**src/hdl/sof_frame_parser_crc16_macros.svh**
```systemverilog
// Assertion macros for the SOF frame parser.
// Used by the top level; expects clk and arst_n in scope.
`ifndef SOF_FRAME_PARSER_CRC16_MACROS_SVH
`define SOF_FRAME_PARSER_CRC16_MACROS_SVH

// property must hold at every clock outside reset
`define SFP_ASSERT(lbl, prop, msg) \
	lbl: assert property (@(posedge clk) disable iff (!arst_n) prop) else $error(msg);

// condition must never be true
`define SFP_NEVER(lbl, cond, msg) \
	`SFP_ASSERT(lbl, !(cond), msg)

`endif

```
**src/hdl/sfp_pkg.sv**
```systemverilog
// Shared types and constants for the SOF frame parser.
// No dependencies.
`default_nettype none

package sfp_pkg;

	localparam int PAYLOAD_DEPTH = 32;
	localparam int ADDR_W = (PAYLOAD_DEPTH > 1) ? $clog2(PAYLOAD_DEPTH) : 1;
	localparam int LEN_W = 6;
	localparam int IDX_W = 5;
	localparam int TDATA_W = 48;

	localparam logic [15:0] CRC_POLY = 16'h1021;
	localparam logic [15:0] CRC_INIT = 16'h0000;
	localparam logic [15:0] CRC_MSB = 16'h8000;

	typedef enum logic [0:0] {
		REG_SOF_BYTE = 1'b0,
		REG_MAX_LEN  = 1'b1
	} sfp_reg_t;

	typedef enum logic [1:0] {
		PH_WAIT    = 2'd0,
		PH_HEADER  = 2'd1,
		PH_PAYLOAD = 2'd2,
		PH_CRC     = 2'd3
	} sfp_phase_t;

	// emit request from receiver to output sequencer
	typedef struct packed {
		logic             start;
		logic [LEN_W-1:0] len;
		logic [7:0]       src_addr;
		logic [7:0]       dest_addr;
		logic [7:0]       msg_type;
	} sfp_emit_req_t;

	// output tdata layout, first field in the highest bits
	typedef struct packed {
		logic [4:0]       pad;
		logic [7:0]       payload_byte;
		logic [IDX_W-1:0] byte_index;
		logic [LEN_W-1:0] payload_len;
		logic [7:0]       msg_type;
		logic [7:0]       dest_addr;
		logic [7:0]       src_addr;
	} sfp_tdata_t;

endpackage

`default_nettype wire

```
**src/hdl/sfp_ram.sv**
```systemverilog
// Generic single-write, single-read RAM with registered read data.
// No dependencies.
`default_nettype none

module sfp_ram #(
	parameter int WIDTH = 8,
	parameter int DEPTH = 32,
	localparam int AW = (DEPTH > 1) ? $clog2(DEPTH) : 1
) (
	input  wire logic             clk,
	input  wire logic             we,
	input  wire logic [AW-1:0]    waddr,
	input  wire logic [WIDTH-1:0] wdata,
	input  wire logic             re,
	input  wire logic [AW-1:0]    raddr,
	output logic      [WIDTH-1:0] rdata
);

	logic [WIDTH-1:0] mem [DEPTH];

	always_ff @(posedge clk) begin
		if (we) begin
			mem[waddr] <= wdata;
		end
		if (re) begin
			rdata <= mem[raddr];
		end
	end

endmodule

`default_nettype wire

```
**src/hdl/sfp_rx.sv**
```systemverilog
// Receive side: SOF hunt, header, payload write to RAM, CRC-16 check.
// Depends on sfp_pkg.
`default_nettype none

module sfp_rx
	import sfp_pkg::*;
(
	input  wire logic              clk,
	input  wire logic              arst_n,
	input  wire logic              cfg_we,
	input  wire logic              cfg_index,
	input  wire logic [7:0]        cfg_data,
	input  wire logic              acc,
	input  wire logic [7:0]        rx_byte,
	output logic                   ram_we,
	output logic      [ADDR_W-1:0] ram_waddr,
	output sfp_emit_req_t          req
);

	localparam logic [7:0] DEPTH_B = 8'(PAYLOAD_DEPTH);

	function automatic logic [15:0] crc_byte(input logic [15:0] crc_in, input logic [7:0] b);
		logic [15:0] c;
		c = crc_in ^ {b, 8'h00};
		for (int k = 0; k < 8; k++) begin
			if ((c & CRC_MSB) != 16'h0000) begin
				c = (c << 1) ^ CRC_POLY;
			end else begin
				c = c << 1;
			end
		end
		return c;
	endfunction

	sfp_phase_t       phase_q, phase_d;
	logic [1:0]       hdr_cnt_q, hdr_cnt_d;
	logic [LEN_W-1:0] pay_cnt_q, pay_cnt_d;
	logic [15:0]      crc_q, crc_d;
	logic             lo_seen_q, lo_seen_d;
	logic [7:0]       lo_byte_q, lo_byte_d;
	logic [7:0]       hdr_q [4];
	logic             hdr_wr;
	logic [7:0]       sof_q;
	logic [LEN_W-1:0] max_len_q;
	logic [15:0]      crc_nxt;
	logic [LEN_W-1:0] len;

	assign crc_nxt = crc_byte(crc_q, rx_byte);
	assign len = hdr_q[3][LEN_W-1:0];
	assign ram_waddr = pay_cnt_q[ADDR_W-1:0];

	always_ff @(posedge clk or negedge arst_n) begin
		if (!arst_n) begin
			sof_q <= 8'd126;
			max_len_q <= LEN_W'(32);
		end else if (cfg_we) begin
			case (cfg_index)
				REG_SOF_BYTE: sof_q <= cfg_data;
				REG_MAX_LEN:  max_len_q <= cfg_data[LEN_W-1:0];
				default:      sof_q <= sof_q;
			endcase
		end
	end

	always_ff @(posedge clk or negedge arst_n) begin
		if (!arst_n) begin
			phase_q <= PH_WAIT;
			hdr_cnt_q <= 2'd0;
			pay_cnt_q <= '0;
			crc_q <= CRC_INIT;
			lo_seen_q <= 1'b0;
			lo_byte_q <= 8'h00;
		end else begin
			phase_q <= phase_d;
			hdr_cnt_q <= hdr_cnt_d;
			pay_cnt_q <= pay_cnt_d;
			crc_q <= crc_d;
			lo_seen_q <= lo_seen_d;
			lo_byte_q <= lo_byte_d;
		end
	end

	always_ff @(posedge clk or negedge arst_n) begin
		if (!arst_n) begin
			for (int i = 0; i < 4; i++) begin
				hdr_q[i] <= 8'h00;
			end
		end else if (hdr_wr) begin
			hdr_q[hdr_cnt_q] <= rx_byte;
		end
	end

	always_comb begin
		phase_d = phase_q;
		hdr_cnt_d = hdr_cnt_q;
		pay_cnt_d = pay_cnt_q;
		crc_d = crc_q;
		lo_seen_d = lo_seen_q;
		lo_byte_d = lo_byte_q;
		hdr_wr = 1'b0;
		ram_we = 1'b0;
		req.start = 1'b0;
		req.len = len;
		req.src_addr = hdr_q[0];
		req.dest_addr = hdr_q[1];
		req.msg_type = hdr_q[2];
		if (acc) begin
			case (phase_q)
				PH_WAIT: begin
					hdr_cnt_d = 2'd0;
					pay_cnt_d = '0;
					lo_seen_d = 1'b0;
					crc_d = CRC_INIT;
					if (rx_byte == sof_q) begin
						phase_d = PH_HEADER;
					end
				end
				PH_HEADER: begin
					if (hdr_cnt_q != 2'd3) begin
						hdr_wr = 1'b1;
						crc_d = crc_nxt;
						hdr_cnt_d = hdr_cnt_q + 2'd1;
					end else if (rx_byte > {2'b00, max_len_q} || rx_byte > DEPTH_B) begin
						phase_d = PH_WAIT;
					end else begin
						hdr_wr = 1'b1;
						crc_d = crc_nxt;
						hdr_cnt_d = 2'd0;
						phase_d = (rx_byte == 8'h00) ? PH_CRC : PH_PAYLOAD;
					end
				end
				PH_PAYLOAD: begin
					ram_we = 1'b1;
					crc_d = crc_nxt;
					pay_cnt_d = pay_cnt_q + LEN_W'(1);
					if (pay_cnt_d >= len) begin
						phase_d = PH_CRC;
					end
				end
				PH_CRC: begin
					if (!lo_seen_q) begin
						lo_byte_d = rx_byte;
						lo_seen_d = 1'b1;
					end else begin
						phase_d = PH_WAIT;
						lo_seen_d = 1'b0;
						req.start = ({rx_byte, lo_byte_q} == crc_q);
					end
				end
				default: phase_d = PH_WAIT;
			endcase
		end
	end

endmodule

`default_nettype wire

```
**src/hdl/sfp_emit.sv**
```systemverilog
// Output sequencer: reads stored payload from RAM and drives the result stream.
// Depends on sfp_pkg.
`default_nettype none

module sfp_emit
	import sfp_pkg::*;
(
	input  wire logic               clk,
	input  wire logic               arst_n,
	input  wire sfp_emit_req_t      req,
	output logic                    busy,
	output logic                    ram_re,
	output logic       [ADDR_W-1:0] ram_raddr,
	input  wire logic  [7:0]        ram_rdata,
	output logic                    m_tvalid,
	input  wire logic               m_tready,
	output logic      [TDATA_W-1:0] m_tdata,
	output logic                    m_tuser,
	output logic                    m_tlast
);

	logic             act_q;
	logic [LEN_W-1:0] rd_idx_q;
	logic [LEN_W-1:0] len_q;
	logic [7:0]       src_q, dest_q, type_q;
	logic             v_s1;
	logic [IDX_W-1:0] idx_s1;
	logic             pv_s1, last_s1;
	logic             out_v_q, pv_q, last_q;
	sfp_tdata_t       out_q;
	logic             adv_s1, issue, last_rd;

	assign adv_s1 = v_s1 && (!out_v_q || m_tready);
	assign issue = act_q && (!v_s1 || adv_s1);
	assign last_rd = (len_q == '0) || (rd_idx_q + LEN_W'(1) == len_q);
	assign busy = act_q | v_s1;
	assign ram_re = issue;
	assign ram_raddr = rd_idx_q[ADDR_W-1:0];

	assign m_tvalid = out_v_q;
	assign m_tdata = out_q;
	assign m_tuser = pv_q;
	assign m_tlast = last_q;

	always_ff @(posedge clk or negedge arst_n) begin
		if (!arst_n) begin
			act_q <= 1'b0;
			v_s1 <= 1'b0;
			out_v_q <= 1'b0;
		end else begin
			if (req.start) begin
				act_q <= 1'b1;
			end else if (issue && last_rd) begin
				act_q <= 1'b0;
			end
			if (issue) begin
				v_s1 <= 1'b1;
			end else if (adv_s1) begin
				v_s1 <= 1'b0;
			end
			if (adv_s1) begin
				out_v_q <= 1'b1;
			end else if (m_tready) begin
				out_v_q <= 1'b0;
			end
		end
	end

	always_ff @(posedge clk) begin
		if (req.start) begin
			rd_idx_q <= '0;
			len_q <= req.len;
			src_q <= req.src_addr;
			dest_q <= req.dest_addr;
			type_q <= req.msg_type;
		end else if (issue) begin
			rd_idx_q <= rd_idx_q + LEN_W'(1);
		end
		if (issue) begin
			idx_s1 <= rd_idx_q[IDX_W-1:0];
			pv_s1 <= (len_q != '0);
			last_s1 <= last_rd;
		end
		if (adv_s1) begin
			out_q.pad <= '0;
			out_q.payload_byte <= pv_s1 ? ram_rdata : 8'h00;
			out_q.byte_index <= idx_s1;
			out_q.payload_len <= len_q;
			out_q.msg_type <= type_q;
			out_q.dest_addr <= dest_q;
			out_q.src_addr <= src_q;
			pv_q <= pv_s1;
			last_q <= last_s1;
		end
	end

endmodule

`default_nettype wire

```
**src/hdl/sof_frame_parser_crc16.sv**
```systemverilog
// SOF frame parser with CRC-16 (poly 0x1021, init 0) check, top level.
// Receive: one byte per cycle while s_tready is high. A good frame blocks input
// while its payload RAM is streamed out, one result per cycle when the output does not stall.
// The first result passes the start flag, the RAM read register and the output register in turn.
// arst_n clears control state; payload RAM is not cleared. Config resets to 126 / 32.
// Depends on sfp_pkg, sfp_ram, sfp_rx, sfp_emit and the assertion macro header.
`default_nettype none
`include "sof_frame_parser_crc16_macros.svh"

module sof_frame_parser_crc16
	import sfp_pkg::*;
(
	input  wire logic               clk,
	input  wire logic               arst_n,
	input  wire logic               s_tvalid,
	output logic                    s_tready,
	input  wire logic [7:0]         s_tdata,   // [7:0] rx_byte
	output logic                    m_tvalid,
	input  wire logic               m_tready,
	output logic      [TDATA_W-1:0] m_tdata,   // src_addr, dest_addr, msg_type, payload_len,
	                                           // byte_index, payload_byte, zero pad
	output logic                    m_tuser,   // [0] payload_valid
	output logic                    m_tlast,
	input  wire logic               cfg_valid,
	output logic                    cfg_ready,
	input  wire logic               cfg_index,
	input  wire logic [7:0]         cfg_data
);

	sfp_emit_req_t     req;
	logic              emit_busy;
	logic              acc;
	logic              ram_we, ram_re;
	logic [ADDR_W-1:0] ram_waddr, ram_raddr;
	logic [7:0]        ram_rdata;

	assign cfg_ready = 1'b1;
	assign s_tready = !emit_busy;
	assign acc = s_tvalid && s_tready;

	sfp_rx u_rx (
		.clk       (clk),
		.arst_n    (arst_n),
		.cfg_we    (cfg_valid && cfg_ready),
		.cfg_index (cfg_index),
		.cfg_data  (cfg_data),
		.acc       (acc),
		.rx_byte   (s_tdata),
		.ram_we    (ram_we),
		.ram_waddr (ram_waddr),
		.req       (req)
	);

	sfp_ram #(
		.WIDTH (8),
		.DEPTH (PAYLOAD_DEPTH)
	) u_ram (
		.clk   (clk),
		.we    (ram_we),
		.waddr (ram_waddr),
		.wdata (s_tdata),
		.re    (ram_re),
		.raddr (ram_raddr),
		.rdata (ram_rdata)
	);

	sfp_emit u_emit (
		.clk       (clk),
		.arst_n    (arst_n),
		.req       (req),
		.busy      (emit_busy),
		.ram_re    (ram_re),
		.ram_raddr (ram_raddr),
		.ram_rdata (ram_rdata),
		.m_tvalid  (m_tvalid),
		.m_tready  (m_tready),
		.m_tdata   (m_tdata),
		.m_tuser   (m_tuser),
		.m_tlast   (m_tlast)
	);

	`SFP_NEVER(a_no_wr_during_rd, ram_we && ram_re, "payload write while reading out")
	`SFP_NEVER(a_start_when_busy, req.start && emit_busy, "emit request while busy")
	`SFP_ASSERT(a_empty_frame, m_tvalid && !m_tuser |-> m_tlast && m_tdata[34:24] == '0, "bad empty")
	`SFP_ASSERT(a_start_blocks, req.start |=> !s_tready, "input not blocked after emit request")

endmodule

`default_nettype wire

```
**config.mk**
```make
export PLATFORM = sky130hd
export DESIGN_NAME = sof_frame_parser_crc16
export DESIGN_NICKNAME = d
export VERILOG_FILES = /design/src/hdl/sfp_pkg.sv /design/src/hdl/sfp_ram.sv /design/src/hdl/sfp_rx.sv /design/src/hdl/sfp_emit.sv /design/src/hdl/sof_frame_parser_crc16.sv
export VERILOG_INCLUDE_DIRS = /design/src /design/src/hdl
export SDC_FILE = /design/constraint.sdc
export NUM_CORES = 1
export LEC_CHECK = 0
export ABC_AREA = 1
export BUFFER_PORTS_ARGS = -buffer_cell sky130_fd_sc_hd__buf_4
export CAP_MARGIN = 30
export CORE_UTILIZATION = 56
export CTS_CLUSTER_SIZE = 25
export DETAILED_ROUTE_END_ITERATION = 10
export PLACE_DENSITY = 0.83
export SYNTH_ARGS = -nofsm -noshare
export SYNTH_HDL_FRONTEND = slang
export SYNTH_SLANG_ARGS = --single-unit
```
**constraint.sdc**
```tcl
create_clock -name clk -period 2.9 [get_ports clk]
set_input_delay 0.29 -clock clk [delete_from_list [all_inputs] [get_ports clk]]
set_output_delay 0.29 -clock clk [all_outputs]
set_load 0.02 [all_outputs]
```
After elaboration in Yosys (flattened, before gate mapping)
Memory sizes are Yosys's and may differ from the RTL's. A register that Yosys moved wholly into a read port is not among the register bits. Index checks and enable logic that the tools add are counted.

Flip-flop bits (word level): 172. Memory bits (writable): 256. Input bits: 22. Output and inout bits: 53. Logic and storage cells: 140. Memories kept: 1.

$add $sub $neg: 3. $lt $le $gt $ge: 5. Eq/ne operators: 12. Multiplexer cells: 44. Bitwise gates (word level): 13. Reduce and logical (&&, ||, !) cells: 31.

Memories: u_ram.mem (words 32, bits a word 8, read ports 1, clocked after memory_dff 1, write ports 1, line sfp_ram.sv:19) `logic [WIDTH-1:0] mem [DEPTH];`.

Operator list (number): two-way mux 13 bit (8); case mux 16 bit (3 select lines) (1); bitwise mux 32 bit (1); two-way mux 16 bit (2); NOT 3 bit (8); two-way mux 1 bit (19); demux 8 bit (select 2 bit) (1); == test 16 bit (1); XOR 16 bit (1); two-way mux 2 bit (7); adder 6 x 1 -> 6 bit, second input constant (2); case mux 6 bit (2 select lines) (1); nonzero test 2 bit (6); AND reduction 3 bit (3); == test 8 bit (1); > comparator 8 x 6 -> 1 bit (1); > comparator 8 x 6 -> 1 bit, second input constant (1); logical NOT 8 bit (1); two-way mux 8 bit (1); case mux 2 bit (4 select lines) (1); AND reduction 2 bit (4); == test 6 bit (1); greater-or-equal comparator 6 bit (1); logical NOT 6 bit (1); 20 further kinds (34).

Longest topological paths before layout
Depth after elaboration: 20. Mapped depth: 17. Mapped depth without buffers: 15.

Hierarchy
From an unflattened synthesis, not the netlist that was laid out.

Cell total of the unflattened synthesis: 1675. Area, all modules: 18541.5 sq um.

Modules (own cells, without submodules): sfp_ram (times used 1, cells each 922, area each 10867.9 sq um, sequential area each 7927.6 sq um); sfp_rx (times used 1, cells each 552, area each 4478.0 sq um, sequential area each 1985.7 sq um); sfp_emit (times used 1, cells each 196, area each 3170.5 sq um, sequential area each 2657.5 sq um); sof_frame_parser_crc16 (times used 1, cells each 5, area each 25.0 sq um, sequential area each 0.0 sq um).

Least setup slack after synthesis
Ideal clock, no wire load.

Path kind: register to register. From: register u_emit.out_v_q (netlist: u_emit.m_tvalid). To: register u_emit.out_q (netlist bit u_emit.m_tdata[0]), enable pin. Setup time: 0.462 ns. Arrival time: 2.728 ns. Slack: -0.290 ns. Stages on the path, launching flop included: 2. Path through: dfrtp_1 a21oi_1.

Word-level cells in the longest chain between the ends: 3.

RTL lines: from (decl) (line sfp_emit.sv:29) `logic out_v_q, pv_q, last_q;`; from (signal assigned) (line sfp_emit.sv:49) `out_v_q <= 1'b0;`; from (signal assigned) (line sfp_emit.sv:62) `out_v_q <= 1'b1;`; from (signal assigned) (line sfp_emit.sv:64) `out_v_q <= 1'b0;`; logical NOT 1 bit (line sfp_emit.sv:33) `assign adv_s1 = v_s1 && (!out_v_q || m_tready);`; logical OR 1 bit (line sfp_emit.sv:33); logical AND 1 bit (line sfp_emit.sv:33); named net u_emit.adv_s1 (line sfp_emit.sv:31) `logic adv_s1, issue, last_rd;`; to (decl) (line sfp_emit.sv:30) `sfp_tdata_t out_q;`.

The timed path passes the listed nets, and every way through them passes these cells. A chain may end at the register's enable or synchronous reset.

Worst setup path in the final report
From: register u_rx.phase_q[0]. To: memory u_ram.mem[4][1], enable pin.

Word-level cells in the longest chain between the ends: 5.

RTL lines: from (decl) (line sfp_rx.sv:35) `sfp_phase_t phase_q, phase_d;`; from (signal assigned) (line sfp_rx.sv:74) `phase_q <= phase_d;`; == test 2 bit (line sfp_rx.sv:108) `case (phase_q)`; two-way mux 1 bit (line sfp_rx.sv:108); two-way mux 1 bit (line sfp_rx.sv:107) `if (acc) begin`; two-way mux 1 bit (line sfp_ram.sv:22) `if (we) begin`; two-way mux 1 bit (implied by the code) (line sfp_ram.sv:23) `mem[waddr] <= wdata;`; to (decl) (line sfp_ram.sv:19).

Every way passes these cells.

==> results by group <==
Outcome
  • Outcome: complete, no violations

Final layout
  • Layout Nets: approximately 1700
  • Share of layout cells above drive strength 1: 13.2%
  • Commonest non-fill, non-tap cell in the layout: edfxtp_1
  • Antenna Diode Count: 0
  • Synth-to-layout area growth: 14.0%
  • Commonest cells after routing, fill and taps aside: edfxtp_1, nand2_1, nor2_1, buf_4, o21ai_0

Setup path
  • CP Capture Type: flop
  • Worst path max stage delay: 0.63 ns
  • Path depth of the worst reg2reg path: 6
  • Critical path startpoint category: flop
  • Crit-path cells: inv_1 > ha_1 > inv_1 > nor2_2 > nand2_1 > nor2_1
  • Slowest stage cell on the critical path: nor2_1
  • R2R setup slack: 0.34 ns
  • CP Data Arrival Time: between 2 and 3 ns
  • Crit. Startpoint: u_rx.phase_q[0]
  • Cell with the most instances on the worst path: inv_1
  • FF-to-FF Start: u_rx.phase_q[0]
  • Crit path max fanout: 8
  • R2R Path End: u_ram.mem[4][1]
  • WS Path Type: reg -> reg
  • CP Data Required Time: roughly 3 ns

STA
  • RSZ-0062 raised after global routing: no
  • Slew headroom: 50.0%
  • Clock Skew: approximately 0.032 ns
  • Slew Viols, Final: 0
  • Final setup violation count: 0
  • Setup_tns: 0 ns
  • Fmax: 391 MHz
  • Final setup margin: 0.340 ns
  • Tmin final: 2.56 ns
  • Tightest hold margin: 0.0104 ns
  • Tcrit/Tclk final: 88.3%
  • Fin. Hold Viols: 0
  • Worst slew pin tran: 0.748 ns

Route
  • First-pass iteration count of the detailed router: 6
  • Routed WL per cell: 20.2 um
  • Final WL: 42.3 mm
  • ANT nets after route: 0
  • Via Count: 12400
  • Drt drc: 0
  • Initial DRC count: 1404
  • DR vias/cell: 5.93

Yosys
  • Sequential fraction of the synthesis area: 68.7%
  • EDFF count, synth: 346
  • Mean Syn Cell Area: 11.8 sq um
  • Leading post-synthesis cells by cell area: edfxtp_1, dfrtp_1, nand2_1
  • Yosys Warn Count: 0
  • Yosys reg bits: 434
  • Yosys top cell area share: a little under three fifths
  • Distinct cell type count after synthesis: 45
  • Leading area contributor after synthesis: edfxtp_1
  • Mapped Area: approximately 0.018 sq mm
  • Synth Instances: 1544
  • Async SR Flop Fraction: a little under a fifth
  • Ys flop type: edfxtp_1

GRT
  • Total track usage: 25.8%
  • Largest net degree at the start of global routing: 73
  • Initial antenna violation count: 0
  • First-pass GRT wire length: 66.0 mm
  • Number of global-route vias before repair: 12200
  • GRT overflow: 0

Placed design
  • Routability cong.: 0.923
  • Placement Setup Slack: approximately 0.41 ns
  • DP Wirelength: 26.7 mm
  • Port bufs: 68

Floorplanning
  • Starting density of the core: around 57%
  • Core area: 0.0319 sq mm
  • Die Y: 183 um
  • Ports: 75
  • Rows: 65
  • Die Width: between 150 and 200 um
  • Die area: 0.0334 sq mm

Min path
  • Hold Crit Class: in -> reg
  • Hold Path End: u_rx.sof_q[4]
  • Hold Crit Start: cfg_data[4]
  • Hold Path Stages: 3

Clock network
  • Worst-path clk slew: 0.06 ns
  • TritonCTS clock tree: done
  • Clk_lat worst skew: 0.55 ns
  • Post-CTS Setup Bufs: 0
  • Htree depth: 2
  • Cts bufs inserted: 44
  • Root buf cell: clkbuf_16
  • Post_cts resized: 0
  • Sink Count: 434
  • Clock buffer depth: 3
  • CTS Hold Bufs: 3

Run
  • Max cap viols: 0

Power
  • Pleak: 7.88 nW
  • Power Density: 699 mW/mm^2
  • Worst vdd ir: 0.000482 V
-- per-stage QoR --
step | instances | utilization [%] | total power, W | cell area (sq um)
after floorplan | 1548 | - | 0.00853 | 18300
after global placement | 2008 | 60.7 | 0.00891 | 19400
after detailed placement | 2009 | 60.8 | 0.00901 | 19400
after CTS | 2092 | 65.4 | 0.0146 | 20900
after global routing | 2092 | 65.4 | 0.0151 | 20900
final | 2092 | 65.4 | 0.0146 | 20900
-- cells in the mapped netlist (4+ instances only) --
library cell  number
clkbuf_1          46
inv_2              7
ha_1              25
nand3_1           73
nor3_1             4
buf_4             13
o21bai_1          65
o21ai_0          101
xnor2_1           15
nand3_2            4
edfxtp_1         346
nor2_2             4
xor2_1            11
inv_1             87
buf_2             26
nand2_1          281
dfrtp_1           75
dfxtp_1            6
dfstp_2            7
nor4_1             4
nand2_4            5
nand4_1           37
nor2_1           193
o221ai_1          64
a21oi_1           16
-- critical path, delay by kind of cell (launching register included) --
kind                     cells  cell delay, ns
adder cells (fa/ha/maj)      1            0.19
AND/OR/NAND/NOR              3            1.33
buffers and inverters        2            0.22
flip-flops                   1            0.45
-- power by group --
group          switching, W  internal (W)
Sequential         0.000285       0.00709
Combinational       0.00105      0.000524
Clock               0.00229       0.00336
-- state kept, by name, indices dropped and copies added, names as in the netlist, 2 cells and up, named ones only --
| name | cells |
|---|---|
| u_emit.dest_q | 8 |
| u_emit.idx_s1 | 5 |
| u_emit.len_q | 6 |
| u_emit.m_tdata | 43 |
| u_emit.rd_idx_q | 6 |
| u_emit.src_q | 8 |
| u_emit.type_q | 8 |
| u_ram.mem | 256 |
| u_ram.rdata | 8 |
| u_rx.crc_q | 16 |
| u_rx.hdr_cnt_q | 2 |
| u_rx.lo_byte_q | 8 |
| u_rx.max_len_q | 6 |
| u_rx.pay_cnt_q | 6 |
| u_rx.req | 30 |
| u_rx.sof_q | 8 |
-- worst max-delay path by stage --
stage	slack, ns	end	cells past startpoint
6_report	0.34	u_ram.mem[4][1]	6
4_1_cts	0.38	u_ram.mem[4][2]	6
3_3_place_gp	0.53	u_ram.mem[4][5]	6
5_1_grt	0.14	flop	14
3_5_place_dp	0.41	u_ram.mem[4][7]	6
2_1_floorplan	0.01	u_emit.dest_q[0]	5
-- logic make-up after synthesis --
group | count (synthesis) | share of synthesized area [%]
other | 2 | 0.0410
xor gates and xnor gates | 27 | 1.33
muxes | 2 | 0.123
DFF | 434 | 68.7
and+or+nand+nor | 614 | 14.3
AOI/OAI and AO/OA | 258 | 9.52
adders and majority gates | 25 | 1.71
buffers and inverters | 182 | 4.26
-- layout make-up --
type	instances	area [sq um]
clock buffer	60	1240
inverter	95	358
fill	2223	11000
multi-input combinational	932	4970
clock inverter	20	206
timing repair buffer	116	961
tap	435	544
sequential	434	12600
-- layer usage --
layer  routed length [um]  share of wire [%]  track usage, %
met1                16100                 38            32.8
met2                21600                 51            45.1
met3                 3170                7.5            3.63
met4                 1470                3.5            9.95
met5                    0                  0               0
Note: power is estimated with default switching activity, not from simulation.
